--- config.mk ---
export PLATFORM = sky130hd
export DESIGN_NAME = nearest_pose_matcher_top
export DESIGN_NICKNAME = d
export VERILOG_FILES = /design/src/rtl/npm_pkg.sv /design/src/rtl/nearest_pose_matcher_top.sv /design/src/rtl/npm_table.sv /design/src/rtl/npm_dist.sv
export SDC_FILE = /design/constraint.sdc
export NUM_CORES = 1
export LEC_CHECK = 0
export BUFFER_PORTS_ARGS = -buffer_cell sky130_fd_sc_hd__buf_2
export CORE_MARGIN = 2
export CORE_UTILIZATION = 40
export DETAILED_ROUTE_END_ITERATION = 8
export SYNTH_ARGS = -nofsm -noshare
export SYNTH_HDL_FRONTEND = slang
export SYNTH_SLANG_ARGS = --single-unit
--- constraint.sdc ---
create_clock -name clock -period 12 [get_ports clock]
set_input_delay 2.4 -clock clock [delete_from_list [all_inputs] [get_ports clock]]
set_output_delay 2.4 -clock clock [all_outputs]
set_load 0.005 [all_outputs]
--- src/rtl/npm_pkg.sv ---
`timescale 1ns / 1ps
// ----------------------------------------------------------------------------
// npm_pkg
// Shared types, codes and the preset pose list of the nearest pose matcher.
// ----------------------------------------------------------------------------
package npm_pkg;

   // action codes of a request word
   localparam logic [1:0] ACT_CLASSIFY = 2'd0;
   localparam logic [1:0] ACT_REGISTER = 2'd1;
   localparam logic [1:0] ACT_CLEAR    = 2'd2;

   // status codes of a response word
   localparam logic [2:0] STS_MATCHED  = 3'd0;
   localparam logic [2:0] STS_EMPTY    = 3'd1;
   localparam logic [2:0] STS_UPDATED  = 3'd2;
   localparam logic [2:0] STS_APPENDED = 3'd3;
   localparam logic [2:0] STS_FULL     = 3'd4;
   localparam logic [2:0] STS_CLEARED  = 3'd5;

   // configuration register indexes
   localparam logic CSR_PITCH_LIMIT = 1'b0;
   localparam logic CSR_ROLL_WRAP   = 1'b1;

   localparam logic [6:0]        PITCH_LIMIT_RST = 7'd70;
   localparam logic signed [8:0] ROLL_WRAP_RST   = -9'sd160;
   localparam logic [9:0]        NO_MATCH_DIST   = 10'd999;
   localparam int                PRESET_COUNT    = 12;

   typedef struct packed {
      logic [7:0]        key;
      logic signed [8:0] roll;
      logic signed [7:0] pitch;
   } pose_type;

   function automatic pose_type preset_pose(input logic [3:0] idx);
      pose_type p;
      case (idx)
         4'd0:    p = '{key: 8'h31, roll:    9'sd0, pitch:  8'sd0};
         4'd1:    p = '{key: 8'h32, roll:   9'sd45, pitch:  8'sd0};
         4'd2:    p = '{key: 8'h33, roll:   9'sd90, pitch:  8'sd0};
         4'd3:    p = '{key: 8'h34, roll:  9'sd135, pitch:  8'sd0};
         4'd4:    p = '{key: 8'h35, roll:  9'sd180, pitch:  8'sd0};
         4'd5:    p = '{key: 8'h36, roll:   9'sd90, pitch: -8'sd70};
         4'd6:    p = '{key: 8'h37, roll:   9'sd90, pitch: -8'sd35};
         4'd7:    p = '{key: 8'h38, roll:   9'sd90, pitch:  8'sd35};
         4'd8:    p = '{key: 8'h39, roll:   9'sd90, pitch:  8'sd70};
         4'd9:    p = '{key: 8'h61, roll:  -9'sd45, pitch:  8'sd0};
         4'd10:   p = '{key: 8'h63, roll:  -9'sd90, pitch:  8'sd0};
         4'd11:   p = '{key: 8'h63, roll: -9'sd135, pitch:  8'sd0};
         default: p = '{key: 8'h00, roll:    9'sd0, pitch:  8'sd0};
      endcase
      return p;
   endfunction

endpackage

--- src/rtl/nearest_pose_matcher_top.sv ---
`timescale 1ns / 1ps
// ----------------------------------------------------------------------------
// nearest_pose_matcher_top
// Nearest pose classifier over a small pose table, one entry per cycle.
// ----------------------------------------------------------------------------
// usage
//   req_*  : one word per operation: classify roll/pitch, register a pose
//            under req_pose_key, or clear the table. valid/ready handshake.
//   rsp_*  : one word per request: status, matched key, entry index and
//            distance. valid/ready handshake, held in an output register.
//   csr_*  : write-only port for pitch limit and roll wrap threshold; write
//            only while no request is in flight.
// timing
//   classify walks the table through the shared distance unit and register
//   compares keys, one entry per cycle behind the registered memory read.
//   clear and a classify on an empty table skip the walk. a register that
//   hits a key stops the walk early. one request is worked on at a time.
// reset
//   table holds the twelve preset poses, registers return to 70 and -160.
// stalls
//   a finished word waits in the output register; the next request is taken
//   meanwhile, but its result waits until the output register is free.
// ----------------------------------------------------------------------------
module nearest_pose_matcher_top
   import npm_pkg::*;
#(
   parameter int MAX_POSES = 16
) (
   input  logic              clock,
   input  logic              reset,
   input  logic              req_valid,
   output logic              req_ready,
   input  logic [1:0]        req_action,
   input  logic signed [8:0] req_roll,
   input  logic signed [7:0] req_pitch,
   input  logic [7:0]        req_pose_key,
   output logic              rsp_valid,
   input  logic              rsp_ready,
   output logic [2:0]        rsp_status,
   output logic [7:0]        rsp_matched_key,
   output logic [3:0]        rsp_entry_index,
   output logic [9:0]        rsp_distance,
   input  logic              csr_we,
   input  logic              csr_index,
   input  logic [8:0]        csr_wdata
);

   localparam int AW      = (MAX_POSES > 1) ? $clog2(MAX_POSES) : 1;
   localparam int CW      = $clog2(MAX_POSES + 1);
   localparam int PresetN = (MAX_POSES < PRESET_COUNT) ? MAX_POSES : PRESET_COUNT;

   typedef enum logic [1:0] {S_IDLE, S_SCAN, S_DONE} state_type;

   state_type         state_ff, state_in;
   logic [CW-1:0]     count_ff, count_in;
   logic [CW-1:0]     scan_idx_ff, scan_idx_in;
   logic              eval_vld_ff, eval_vld_in;
   logic [AW-1:0]     eval_idx_ff, eval_idx_in;
   logic              is_reg_ff, is_reg_in;
   logic signed [8:0] roll_ff, roll_in;
   logic signed [7:0] pitch_ff, pitch_in;
   logic [7:0]        key_ff, key_in;
   logic              over_ff, over_in;
   logic              wrap_ff, wrap_in;
   logic [9:0]        best_ff, best_in;
   logic [AW-1:0]     best_idx_ff, best_idx_in;
   logic [7:0]        best_key_ff, best_key_in;
   logic [2:0]        res_status_ff, res_status_in;
   logic [7:0]        res_key_ff, res_key_in;
   logic [3:0]        res_idx_ff, res_idx_in;
   logic [9:0]        res_dist_ff, res_dist_in;
   logic              rsp_valid_ff, rsp_valid_in;
   logic [2:0]        rsp_status_ff, rsp_status_in;
   logic [7:0]        rsp_key_ff, rsp_key_in;
   logic [3:0]        rsp_idx_ff, rsp_idx_in;
   logic [9:0]        rsp_dist_ff, rsp_dist_in;
   logic [6:0]        pitch_limit_ff, pitch_limit_in;
   logic signed [8:0] roll_wrap_ff, roll_wrap_in;

   logic              accept;
   logic [7:0]        abs_pitch;
   logic              issue;
   logic              wr_en;
   logic [AW-1:0]     wr_addr;
   pose_type          wr_data;
   logic [AW-1:0]     rd_addr;
   pose_type          rd_pose;
   logic [9:0]        entry_dist;

   npm_table #(
      .MAX_POSES (MAX_POSES),
      .AW        (AW)
   ) u_table (
      .clock   (clock),
      .reset   (reset),
      .wr_en   (wr_en),
      .wr_addr (wr_addr),
      .wr_data (wr_data),
      .rd_addr (rd_addr),
      .rd_data (rd_pose)
   );

   npm_dist u_dist (
      .roll       (roll_ff),
      .pitch      (pitch_ff),
      .pitch_over (over_ff),
      .roll_wrap  (wrap_ff),
      .pose       (rd_pose),
      .l1_dist    (entry_dist)
   );

   assign req_ready = (state_ff == S_IDLE);
   assign accept    = req_valid && req_ready;
   assign abs_pitch = req_pitch[7] ? 8'(-req_pitch) : 8'(req_pitch);
   assign issue     = (scan_idx_ff < count_ff);
   assign rd_addr   = scan_idx_ff[AW-1:0];
   assign wr_data   = '{key: key_ff, roll: roll_ff, pitch: pitch_ff};

   always_comb begin
      state_in       = state_ff;
      count_in       = count_ff;
      scan_idx_in    = scan_idx_ff;
      eval_vld_in    = 1'b0;
      eval_idx_in    = rd_addr;
      is_reg_in      = is_reg_ff;
      roll_in        = roll_ff;
      pitch_in       = pitch_ff;
      key_in         = key_ff;
      over_in        = over_ff;
      wrap_in        = wrap_ff;
      best_in        = best_ff;
      best_idx_in    = best_idx_ff;
      best_key_in    = best_key_ff;
      res_status_in  = res_status_ff;
      res_key_in     = res_key_ff;
      res_idx_in     = res_idx_ff;
      res_dist_in    = res_dist_ff;
      rsp_valid_in   = rsp_valid_ff;
      rsp_status_in  = rsp_status_ff;
      rsp_key_in     = rsp_key_ff;
      rsp_idx_in     = rsp_idx_ff;
      rsp_dist_in    = rsp_dist_ff;
      pitch_limit_in = pitch_limit_ff;
      roll_wrap_in   = roll_wrap_ff;
      wr_en          = 1'b0;
      wr_addr        = count_ff[AW-1:0];

      if (csr_we) begin
         case (csr_index)
            CSR_PITCH_LIMIT: pitch_limit_in = csr_wdata[6:0];
            CSR_ROLL_WRAP:   roll_wrap_in   = $signed(csr_wdata);
            default:         pitch_limit_in = pitch_limit_ff;
         endcase
      end

      if (rsp_valid_ff && rsp_ready) begin
         rsp_valid_in = 1'b0;
      end

      case (state_ff)
         S_IDLE: begin
            if (accept) begin
               roll_in     = req_roll;
               pitch_in    = req_pitch;
               key_in      = req_pose_key;
               over_in     = abs_pitch > {1'b0, pitch_limit_ff};
               wrap_in     = req_roll < roll_wrap_ff;
               is_reg_in   = (req_action == ACT_REGISTER);
               scan_idx_in = '0;
               best_in     = NO_MATCH_DIST;
               best_idx_in = '0;
               res_key_in  = '0;
               res_idx_in  = '0;
               res_dist_in = '0;
               case (req_action)
                  ACT_CLEAR: begin
                     count_in      = '0;
                     res_status_in = STS_CLEARED;
                     state_in      = S_DONE;
                  end
                  ACT_REGISTER: begin
                     state_in = S_SCAN;
                  end
                  default: begin
                     if (count_ff == '0) begin
                        res_status_in = STS_EMPTY;
                        state_in      = S_DONE;
                     end else begin
                        state_in = S_SCAN;
                     end
                  end
               endcase
            end
         end
         S_SCAN: begin
            // read of entry i is issued in the cycle before its evaluation
            eval_vld_in = issue;
            if (issue) begin
               scan_idx_in = scan_idx_ff + 1'b1;
            end
            if (eval_vld_ff) begin
               if (is_reg_ff) begin
                  if (rd_pose.key == key_ff) begin
                     wr_en         = 1'b1;
                     wr_addr       = eval_idx_ff;
                     res_status_in = STS_UPDATED;
                     res_idx_in    = 4'(eval_idx_ff);
                     eval_vld_in   = 1'b0;
                     state_in      = S_DONE;
                  end
               end else if (entry_dist < best_ff) begin
                  best_in     = entry_dist;
                  best_idx_in = eval_idx_ff;
                  best_key_in = rd_pose.key;
               end
            end else if (!issue) begin
               state_in = S_DONE;
               if (!is_reg_ff) begin
                  res_status_in = STS_MATCHED;
                  res_key_in    = best_key_ff;
                  res_idx_in    = 4'(best_idx_ff);
                  res_dist_in   = best_ff;
               end else if (32'(count_ff) < MAX_POSES) begin
                  wr_en         = 1'b1;
                  count_in      = count_ff + 1'b1;
                  res_status_in = STS_APPENDED;
                  res_idx_in    = 4'(count_ff);
               end else begin
                  res_status_in = STS_FULL;
               end
            end
         end
         S_DONE: begin
            if (!rsp_valid_ff || rsp_ready) begin
               rsp_valid_in  = 1'b1;
               rsp_status_in = res_status_ff;
               rsp_key_in    = res_key_ff;
               rsp_idx_in    = res_idx_ff;
               rsp_dist_in   = res_dist_ff;
               state_in      = S_IDLE;
            end
         end
         default: begin
            state_in = S_IDLE;
         end
      endcase
   end

   always_ff @(posedge clock) begin
      if (reset) begin
         state_ff       <= S_IDLE;
         count_ff       <= CW'(PresetN);
         eval_vld_ff    <= 1'b0;
         rsp_valid_ff   <= 1'b0;
         pitch_limit_ff <= PITCH_LIMIT_RST;
         roll_wrap_ff   <= ROLL_WRAP_RST;
      end else begin
         state_ff       <= state_in;
         count_ff       <= count_in;
         eval_vld_ff    <= eval_vld_in;
         rsp_valid_ff   <= rsp_valid_in;
         pitch_limit_ff <= pitch_limit_in;
         roll_wrap_ff   <= roll_wrap_in;
      end
      scan_idx_ff   <= scan_idx_in;
      eval_idx_ff   <= eval_idx_in;
      is_reg_ff     <= is_reg_in;
      roll_ff       <= roll_in;
      pitch_ff      <= pitch_in;
      key_ff        <= key_in;
      over_ff       <= over_in;
      wrap_ff       <= wrap_in;
      best_ff       <= best_in;
      best_idx_ff   <= best_idx_in;
      best_key_ff   <= best_key_in;
      res_status_ff <= res_status_in;
      res_key_ff    <= res_key_in;
      res_idx_ff    <= res_idx_in;
      res_dist_ff   <= res_dist_in;
      rsp_status_ff <= rsp_status_in;
      rsp_key_ff    <= rsp_key_in;
      rsp_idx_ff    <= rsp_idx_in;
      rsp_dist_ff   <= rsp_dist_in;
   end

   assign rsp_valid       = rsp_valid_ff;
   assign rsp_status      = rsp_status_ff;
   assign rsp_matched_key = rsp_key_ff;
   assign rsp_entry_index = rsp_idx_ff;
   assign rsp_distance    = rsp_dist_ff;

`ifndef NO_ASSERTIONS
   a_count_bound: assert property (@(posedge clock) disable iff (reset)
      32'(count_ff) <= MAX_POSES)
      else $error("pose count above table depth");

   a_eval_in_scan: assert property (@(posedge clock) disable iff (reset)
      eval_vld_ff |-> (state_ff == S_SCAN))
      else $error("entry evaluated outside table walk");

   a_clear_empties: assert property (@(posedge clock) disable iff (reset)
      (accept && (req_action == ACT_CLEAR)) |=> (count_ff == '0))
      else $error("clear left entries in the table");

   a_match_dist: assert property (@(posedge clock) disable iff (reset)
      (rsp_valid_ff && (rsp_status_ff == STS_MATCHED)) |-> (rsp_dist_ff < NO_MATCH_DIST))
      else $error("match reported without a scored entry");
`endif

endmodule

--- src/rtl/npm_table.sv ---
`timescale 1ns / 1ps
// ----------------------------------------------------------------------------
// npm_table
// Pose memory with one write and one registered read port. Entries of the
// preset range read as their preset until first written.
// ----------------------------------------------------------------------------
module npm_table
   import npm_pkg::*;
#(
   parameter int MAX_POSES = 16,
   parameter int AW        = 4
) (
   input  logic          clock,
   input  logic          reset,
   input  logic          wr_en,
   input  logic [AW-1:0] wr_addr,
   input  pose_type      wr_data,
   input  logic [AW-1:0] rd_addr,
   output pose_type      rd_data
);

   localparam int PresetN = (MAX_POSES < PRESET_COUNT) ? MAX_POSES : PRESET_COUNT;

   pose_type             mem_ff [MAX_POSES];
   pose_type             rd_mem_ff;
   logic [AW-1:0]        rd_addr_ff;
   logic                 rd_preset_ff;
   logic [MAX_POSES-1:0] written_ff;
   logic                 rd_preset_in;

   assign rd_preset_in = (32'(rd_addr) < PresetN) && !written_ff[rd_addr];

   always_ff @(posedge clock) begin
      if (wr_en) begin
         mem_ff[wr_addr] <= wr_data;
      end
      rd_mem_ff    <= mem_ff[rd_addr];
      rd_addr_ff   <= rd_addr;
      rd_preset_ff <= rd_preset_in;
   end

   always_ff @(posedge clock) begin
      if (reset) begin
         written_ff <= '0;
      end else if (wr_en) begin
         written_ff[wr_addr] <= 1'b1;
      end
   end

   assign rd_data = rd_preset_ff ? preset_pose(4'(rd_addr_ff)) : rd_mem_ff;

endmodule

--- src/rtl/npm_dist.sv ---
`timescale 1ns / 1ps
// ----------------------------------------------------------------------------
// npm_dist
// Shared distance unit: roll plus pitch L1 distance of one table entry.
// ----------------------------------------------------------------------------
module npm_dist
   import npm_pkg::*;
(
   input  logic signed [8:0] roll,
   input  logic signed [7:0] pitch,
   input  logic              pitch_over,
   input  logic              roll_wrap,
   input  pose_type          pose,
   output logic [9:0]        l1_dist
);

   logic signed [10:0] roll_x;
   logic signed [10:0] abs_roll_x;
   logic signed [10:0] entry_roll_x;
   logic signed [10:0] droll;
   logic signed [10:0] dwrap;
   logic signed [10:0] dpitch;
   logic [9:0]         rd_plain;
   logic [9:0]         rd_wrap;
   logic [9:0]         rd;
   logic [9:0]         pd;

   always_comb begin
      roll_x       = 11'(roll);
      entry_roll_x = 11'($signed(pose.roll));
      abs_roll_x   = roll_x[10] ? -roll_x : roll_x;
      droll        = roll_x - entry_roll_x;
      dwrap        = abs_roll_x - entry_roll_x;
      dpitch       = 11'(pitch) - 11'($signed(pose.pitch));
      rd_plain     = droll[10] ? 10'(-droll) : 10'(droll);
      rd_wrap      = dwrap[10] ? 10'(-dwrap) : 10'(dwrap);
      pd           = dpitch[10] ? 10'(-dpitch) : 10'(dpitch);
      if (pitch_over) begin
         rd = '0;
      end else if (roll_wrap && (rd_wrap < rd_plain)) begin
         rd = rd_wrap;
      end else begin
         rd = rd_plain;
      end
      // sum stays below 767, no carry out
      l1_dist = rd + pd;
   end

endmodule
==> flow_metrics.tcl, run 1 <==
set metrics [dict create \
    cts_hold_buffers 0 \
    clock_path_buffers 3 \
    rrSetupSlack_ns 2.75 \
    syn_to_final_growth_pct 13.8 \
    drc 0 \
    antenna_left 0 \
    placed_cells 2488 \
    antenna_found_initial 1 \
    final_common_cell "edfxtp_1" \
    fmax_ghz 0.108 \
    max-slew-margin-rel_pct 11.2 \
    p_leak_nw 10.3 \
    first_pass_iters 5 \
    layout-drive-gt1-share_pct 21.3 \
    power_density_nw_per_um2 207 \
    clock-sinks 592 \
    grt_max_degree 66 \
    seqCellArea_um2 16900 \
    clk_pin_slew_worst_paths_ns 0.07 \
    fin_cells 2601 \
    crit_required_ns 12.27 \
    crit_fanout 18 \
    clk-insertion-delay-late_ns 0.65 \
    cts_inserted_buffers 59 \
    multi_input_area_um2 8350 \
    via_per_inst 5.42 \
    worstSetupPathType "register to register" \
    ys_ff_latch 592 \
    slew_violations 0 \
    nFillCells 5431 \
    synth_edf_count 505 \
    setup-violations-final 0 \
    postCtsSetupBuffers 0 \
    dieWidth_um 257 \
    routed_wl_mm 58.1 \
    fin_skew_ns 0.0530 \
    layout_common_cells "edfxtp_1 (505), mux4_2 (128), nor2_1 (102)" \
    rsz0062_at_grt "no" \
    portBuffers 68 \
    cts.repair.resized 0 \
    synthDistinctLibCells 80 \
    rows 92 \
    period_share_pct 77.0 \
    cp-end-kind "register" \
    die-area_um2 66200 \
    crit_slowest_cell "nor3_1" \
    start_util_pct 40.6 \
    cts_tree "done" \
    wire_per_inst_um 22.3 \
    gp_congestion 0.829 \
    grt_overflow 0 \
    ys_seq_area_share_pct 65.9 \
    finalHoldViolations 0 \
    avgSynthCellArea_um2 16.0 \
    grt.total_usage_pct 17.7 \
    syn_nets 1739 \
    crit_arrival_ns 9.51 \
    synth_area_um2 25700 \
    final.min_clock_period_ns 9.25 \
    grt_pass1_wl_mm 88.9 \
    whs_ns 0.413 \
    ctsRootBufferMaster "clkbuf_16" \
    vias 14100 \
    core_area_um2 63200 \
    nets 1836 \
    drt_iter0_markers 1146 \
    h-tree-depth 2 \
    ys.flop_type "edfxtp_1" \
    cpPeakStageDelay_ns 0.76 \
    outcome "finished, final reports clean" \
    hold_class "register to register" \
    netlist_instances 1606 \
    maxCapViolCount 0 \
    ir_drop_v 0.000113 \
    tightest_slew_ns 1.31 \
    yosysWarnings 0 \
    crit_path_frequent_cell "o21ai_0" \
    synthArstFlopShare_pct 0 \
    die_y_um 257 \
    critPathLaunchType "register" \
    grt_pass1_vias 14400 \
    tns_ns 0 \
    dp_hpwl_mm 35.1 \
    num_io_pins 69 \
]
-- layer usage --
layer | track usage [%] | vias to the layer above | share of wire, %
li1 | - | 6409 | -
met1 | 24.6 | 7261 | 45
met2 | 29.1 | 348 | 48
met3 | 2.53 | 87 | 4.4
met4 | 5.56 | 2 | 2.5
met5 | 0 | - | 0.014
-- area by class of cell --
type	count	share of cell area, %
Antenna cell	1	0.00857
Clock inverter	31	1.34
Sequential cell	592	57.9
Tap cell	846	3.63
Timing Repair Buffer	97	1.91
Inverter	73	0.939
Clock buffer	81	5.65
Multi-Input combinational cell	880	28.6
-- per-stage QoR --
| stage | total power [mW] | utilization (%) | worst slack (ns) | area, µm² |
|---|---|---|---|---|
| 2_1_floorplan | 3.76 | - | 3.47 | 25700 |
| 3_3_place_gp | 4.15 | 43.0 | 3.06 | 27100 |
| 3_5_place_dp | 4.18 | 43.0 | 2.86 | 27100 |
| 4_1_cts | 6.09 | 46.2 | 2.80 | 29200 |
| 5_1_grt | 6.39 | 46.2 | 1.81 | 29200 |
| 6_report | 6.05 | 46.2 | 2.75 | 29200 |
-- critical path, delay by kind of cell (launching register included) --
kind | cells | cell delay (ns)
AO/OA/AOI/OAI | 17 | 4.12
adder cells (fa/ha/maj) | 5 | 1.76
AND/OR/NAND/NOR | 5 | 1.70
flip-flops | 1 | 0.70
XOR/XNOR | 2 | 0.40
buffers and inverters | 1 | 0.18
-- cells in the mapped netlist, drive strengths merged, types with 13 or more instances --
cell    count  area, µm²
a211oi     15        113
a21o       29        218
a21oi      67        343
and2       19        119
buf        16       87.6
clkbuf     45        169
dfxtp      87       1740
edfxtp    505      15200
ha         87       1090
inv        72        270
mux2       13        165
mux2i      25        275
mux4      128       2880
nand2      77        292
nand2b     26        170
nand3      17       85.1
nor2      118        443
nor2b      16        100
nor3       17       90.1
o21ai      39        195
xnor2      44        385
xor2       21        184
-- worst paths after layout --
kind,start,endpoint,depth (start not counted)
max,roll_ff[0],best_key_ff[5],30
min,res_idx_ff[1],rsp_entry_index[1],0
max reg2reg,roll_ff[0],best_key_ff[5],30
min reg2reg,res_idx_ff[1],rsp_entry_index[1],0
-- power breakdown --
| group | internal [mW] | switching [mW] |
|---|---|---|
| clock | 1.12 | 0.784 |
| sequential | 2.36 | 0.0852 |
| combinational | 0.753 | 0.947 |
| total | 4.23 | 1.82 |
-- sequential cells by signal, indices dropped and copies added (netlist names), 9 cells and up, named ones only --
register	flops
best_ff	10
u_table.written_ff	12
rsp_distance	10
u_table.mem_ff	400
roll_ff	9
res_dist_ff	10
u_table.rd_mem_ff	25
roll_wrap_ff	9
-- cell families (layout without fill, tap and decap cells) --
| kind of cell | after synthesis | count (layout) | share of synthesized area [%] |
|---|---|---|---|
| simple gates | 338 | 338 | 6.51 |
| buf+inv | 134 | 282 | 2.07 |
| xor+xnor | 65 | 65 | 2.22 |
| other cells | 1 | 2 | 0.0146 |
| fa+ha+maj | 91 | 91 | 4.55 |
| flops | 592 | 592 | 65.9 |
| compound gates | 219 | 219 | 5.81 |
| mux | 166 | 166 | 12.9 |
No activity file was read; power rests on OpenSTA's default activity.
==> run 2: changes to the inputs <==
--- a/config.mk
+++ b/config.mk
@@ -5,6 +5,7 @@
 export SDC_FILE = /design/constraint.sdc
 export NUM_CORES = 1
 export LEC_CHECK = 0
+export ABC_AREA = 1
 export BUFFER_PORTS_ARGS = -buffer_cell sky130_fd_sc_hd__buf_2
 export CORE_MARGIN = 2
 export CORE_UTILIZATION = 40
==> constraint.sdc (replaced) <==
create_clock -name clock -period 7.84 [get_ports clock]
set_input_delay 1.568 -clock clock [delete_from_list [all_inputs] [get_ports clock]]
set_output_delay 1.568 -clock clock [all_outputs]
set_load 0.005 [all_outputs]
==> run 2 against run 1 <==
Synthesized cell count increased by 47%. Cell count increased by 29%. Via count increased by 27%. Non-clock buffer count increased by 21. Fmax increased by 29%. Hold slack about the same. Combinational power increased to 3.5 times the previous value. Power increased by 110%. Register-to-register slack got worse by 2.1 ns. Cell area increased by 0.77%. Largest power group is now combinational logic.
==> flow_metrics.tcl, run 2 <==
set metrics [dict create \
    dp_hpwl_mm 39.5 \
    grt_max_degree 219 \
    ys_seq_area_share_pct 65.4 \
    crit_start "roll_ff[0]" \
    synthArstFlopShare_pct 0 \
    yosysWarnings 0 \
    reg_top3 "u_table.mem_ff: 400 flops, u_table.rd_mem_ff: 25 flops, u_table.written_ff: 12 flops" \
    die_y_um 258 \
    antenna_left 0 \
    cts_tree "done" \
    grt_pass1_wl_mm 102 \
    crit_path_end "best_ff[8]" \
    grt_overflow 0 \
    finalHoldViolations 0 \
    clock_path_buffers 3 \
    cp-end-kind "register" \
    rrSetupSlack_ns 0.65 \
    ys_ff_latch 592 \
    worstSetupPathType "register to register" \
    reg2reg_depth 44 \
    critPathLaunchType "register" \
    ctsRootBufferMaster "clkbuf_16" \
    vias 17900 \
    start_util_pct 40.3 \
    grtUsageMet2_pct 32.7 \
    crit_path_frequent_cell "nand2_1" \
    cts_inserted_buffers 60 \
    nets 2584 \
    cts_hold_buffers 0 \
    core_area_um2 64200 \
    tightest_slew_ns 1.00 \
    largest_register_ffs 400 \
    drt_iter0_markers 1591 \
    post_synth_main_area_contributors "edfxtp_1 (59%), dfxtp_1 (6.7%), nand2_1 (5.5%)" \
    clk-insertion-delay-late_ns 0.63 \
    power.total_mw 12.9 \
    clk_pin_slew_worst_paths_ns 0.06 \
    grt_pass1_vias 17100 \
    maxCapViolCount 0 \
    busiest_layer "met2" \
    fmax_ghz 0.139 \
    synth_top_cell_area_share_pct 58.6 \
    period_share_pct 91.7 \
    top_register "u_table.mem_ff" \
    yosysMostFrequentCell "edfxtp_1" \
    synth_common_cells "edfxtp_1 (505), nand2_1 (376), nor2_1 (313)" \
    syn_to_final_growth_pct 13.7 \
    synth_area_um2 25900 \
    dieWidth_um 258 \
    portBuffers 68 \
    crit_fanout 7 \
    layout_common_cells "edfxtp_1 (505), nand2_1 (373), nor2_1 (308)" \
    crit_required_ns 8.16 \
    fin_skew_ns 0.0237 \
    routed_wl_mm 67.1 \
    cpPeakStageDelay_ns 0.46 \
    power_density_nw_per_um2 439 \
    avgSynthCellArea_um2 10.9 \
    rows 93 \
    netlist_instances 2364 \
    grt.total_usage_pct 19.9 \
    clock-sinks 592 \
    crit_slowest_cell "fa_1" \
    crit_arrival_ns 7.51 \
    h-tree-depth 2 \
    final_common_cell "edfxtp_1" \
    utilization_pct 45.8 \
    max-slew-margin-rel_pct 33.2 \
    use_met3_pct 2.60 \
    gp_congestion 0.865 \
    grtUsageMet1_pct 27.5 \
    synth.largest_area_cell "edfxtp_1" \
    r2r-start "roll_ff[0]" \
    synth_edf_count 505 \
    syn_nets 2497 \
    slew_violations 0 \
    layout-drive-gt1-share_pct 10.3 \
    setup-violations-final 0 \
    p_leak_nw 11.2 \
    ir_drop_v 0.000383 \
    antenna_found_initial 0 \
    ys.flop_type "edfxtp_1" \
    first_pass_iters 5 \
    wire_per_inst_um 20.0 \
    die-area_um2 66700 \
    outcome "finished, final reports clean" \
    r2r-end "best_ff[8]" \
    synthDistinctLibCells 48 \
    hold_class "register to register" \
    drc 0 \
    final.min_clock_period_ns 7.19 \
    via_per_inst 5.34 \
    num_io_pins 69 \
]
-- run 2: stage by stage --
stage | TNS [ns] | setup slack (ns) | hold WS [ns] | area [µm²] | std cells
after global placement | 0 | 0.360 | 0.403 | 27300 | 3235
after floorplan | 0 | 0.375 | 0.399 | 25900 | 2364
after global routing | -0.187 | -0.0377 | 0.423 | 29400 | 3358
after detailed placement | 0 | 0.211 | 0.405 | 27300 | 3235
after CTS | 0 | 0.145 | 0.416 | 29300 | 3349
final | 0 | 0.650 | 0.413 | 29400 | 3359
-- run 2: worst min-delay path by stage --
stage / startpoint / to / slack (ns) / cells after the start
floorplan: scan_idx_ff[0] / u_table.rd_addr_ff[0] / 0.40 / 0
global placement: res_status_ff[2] / rsp_status[2] / 0.40 / 0
detailed placement: res_dist_ff[1] / rsp_distance[1] / 0.40 / 0
CTS: res_key_ff[0] / rsp_matched_key[0] / 0.42 / 0
global route: res_key_ff[4] / rsp_matched_key[4] / 0.42 / 0
finish: res_key_ff[0] / rsp_matched_key[0] / 0.41 / 0
-- run 2: logic make-up after synthesis --
family                     share of synthesized area (%)
other                                             0.0145
and+or+nand+nor                                     13.0
xor gates and xnor gates                            1.69
adders and majority gates                           4.52
muxes                                              0.348
buffers and inverters                               4.49
AOI/OAI and AO/OA                                   10.6
DFF                                                 65.4
-- run 2: repair_timing --
item,4_1_cts,5_1_grt
buffers inserted,0,8
resized for setup,0,16
endpoints found under the setup margin,0,22
hold endpoints to repair,0,0
-- run 2: worst max-delay path: cells and delay by family, from the launching register on --
kind | cells | cell delay (ns)
DFF | 1 | 0.45
AOI/OAI and AO/OA | 12 | 1.80
adders and majority gates | 5 | 1.57
buffers and inverters | 8 | 0.88
and+or+nand+nor | 16 | 1.68
xor gates and xnor gates | 3 | 0.50
-- run 2: power by group --
part | leakage, nW | internal, mW | total, mW | switching (mW)
logic | 4.86 | 2.05 | 5.93 | 3.88
clock network | 0.988 | 1.71 | 2.90 | 1.19
registers | 5.30 | 3.85 | 4.07 | 0.223
total | 11.2 | 7.60 | 12.9 | 5.30
-- run 2: area by class of cell --
cell class,instances,area [µm²]
Clock buffer,81,1680
Sequential cell,592,16900
Tap cell,855,1070
Antenna cell,1,2.50
Clock inverter,33,357
Multi-Input combinational cell,1467,7870
Timing Repair Buffer,118,729
Inverter,212,798
Fill cell,5899,34800
-- run 2: layer usage --
metal	part of all wire [%]	wire length [µm]
met1	44	29900
met2	47	31800
met3	5.8	3860
met4	2.4	1590
met5	0	0
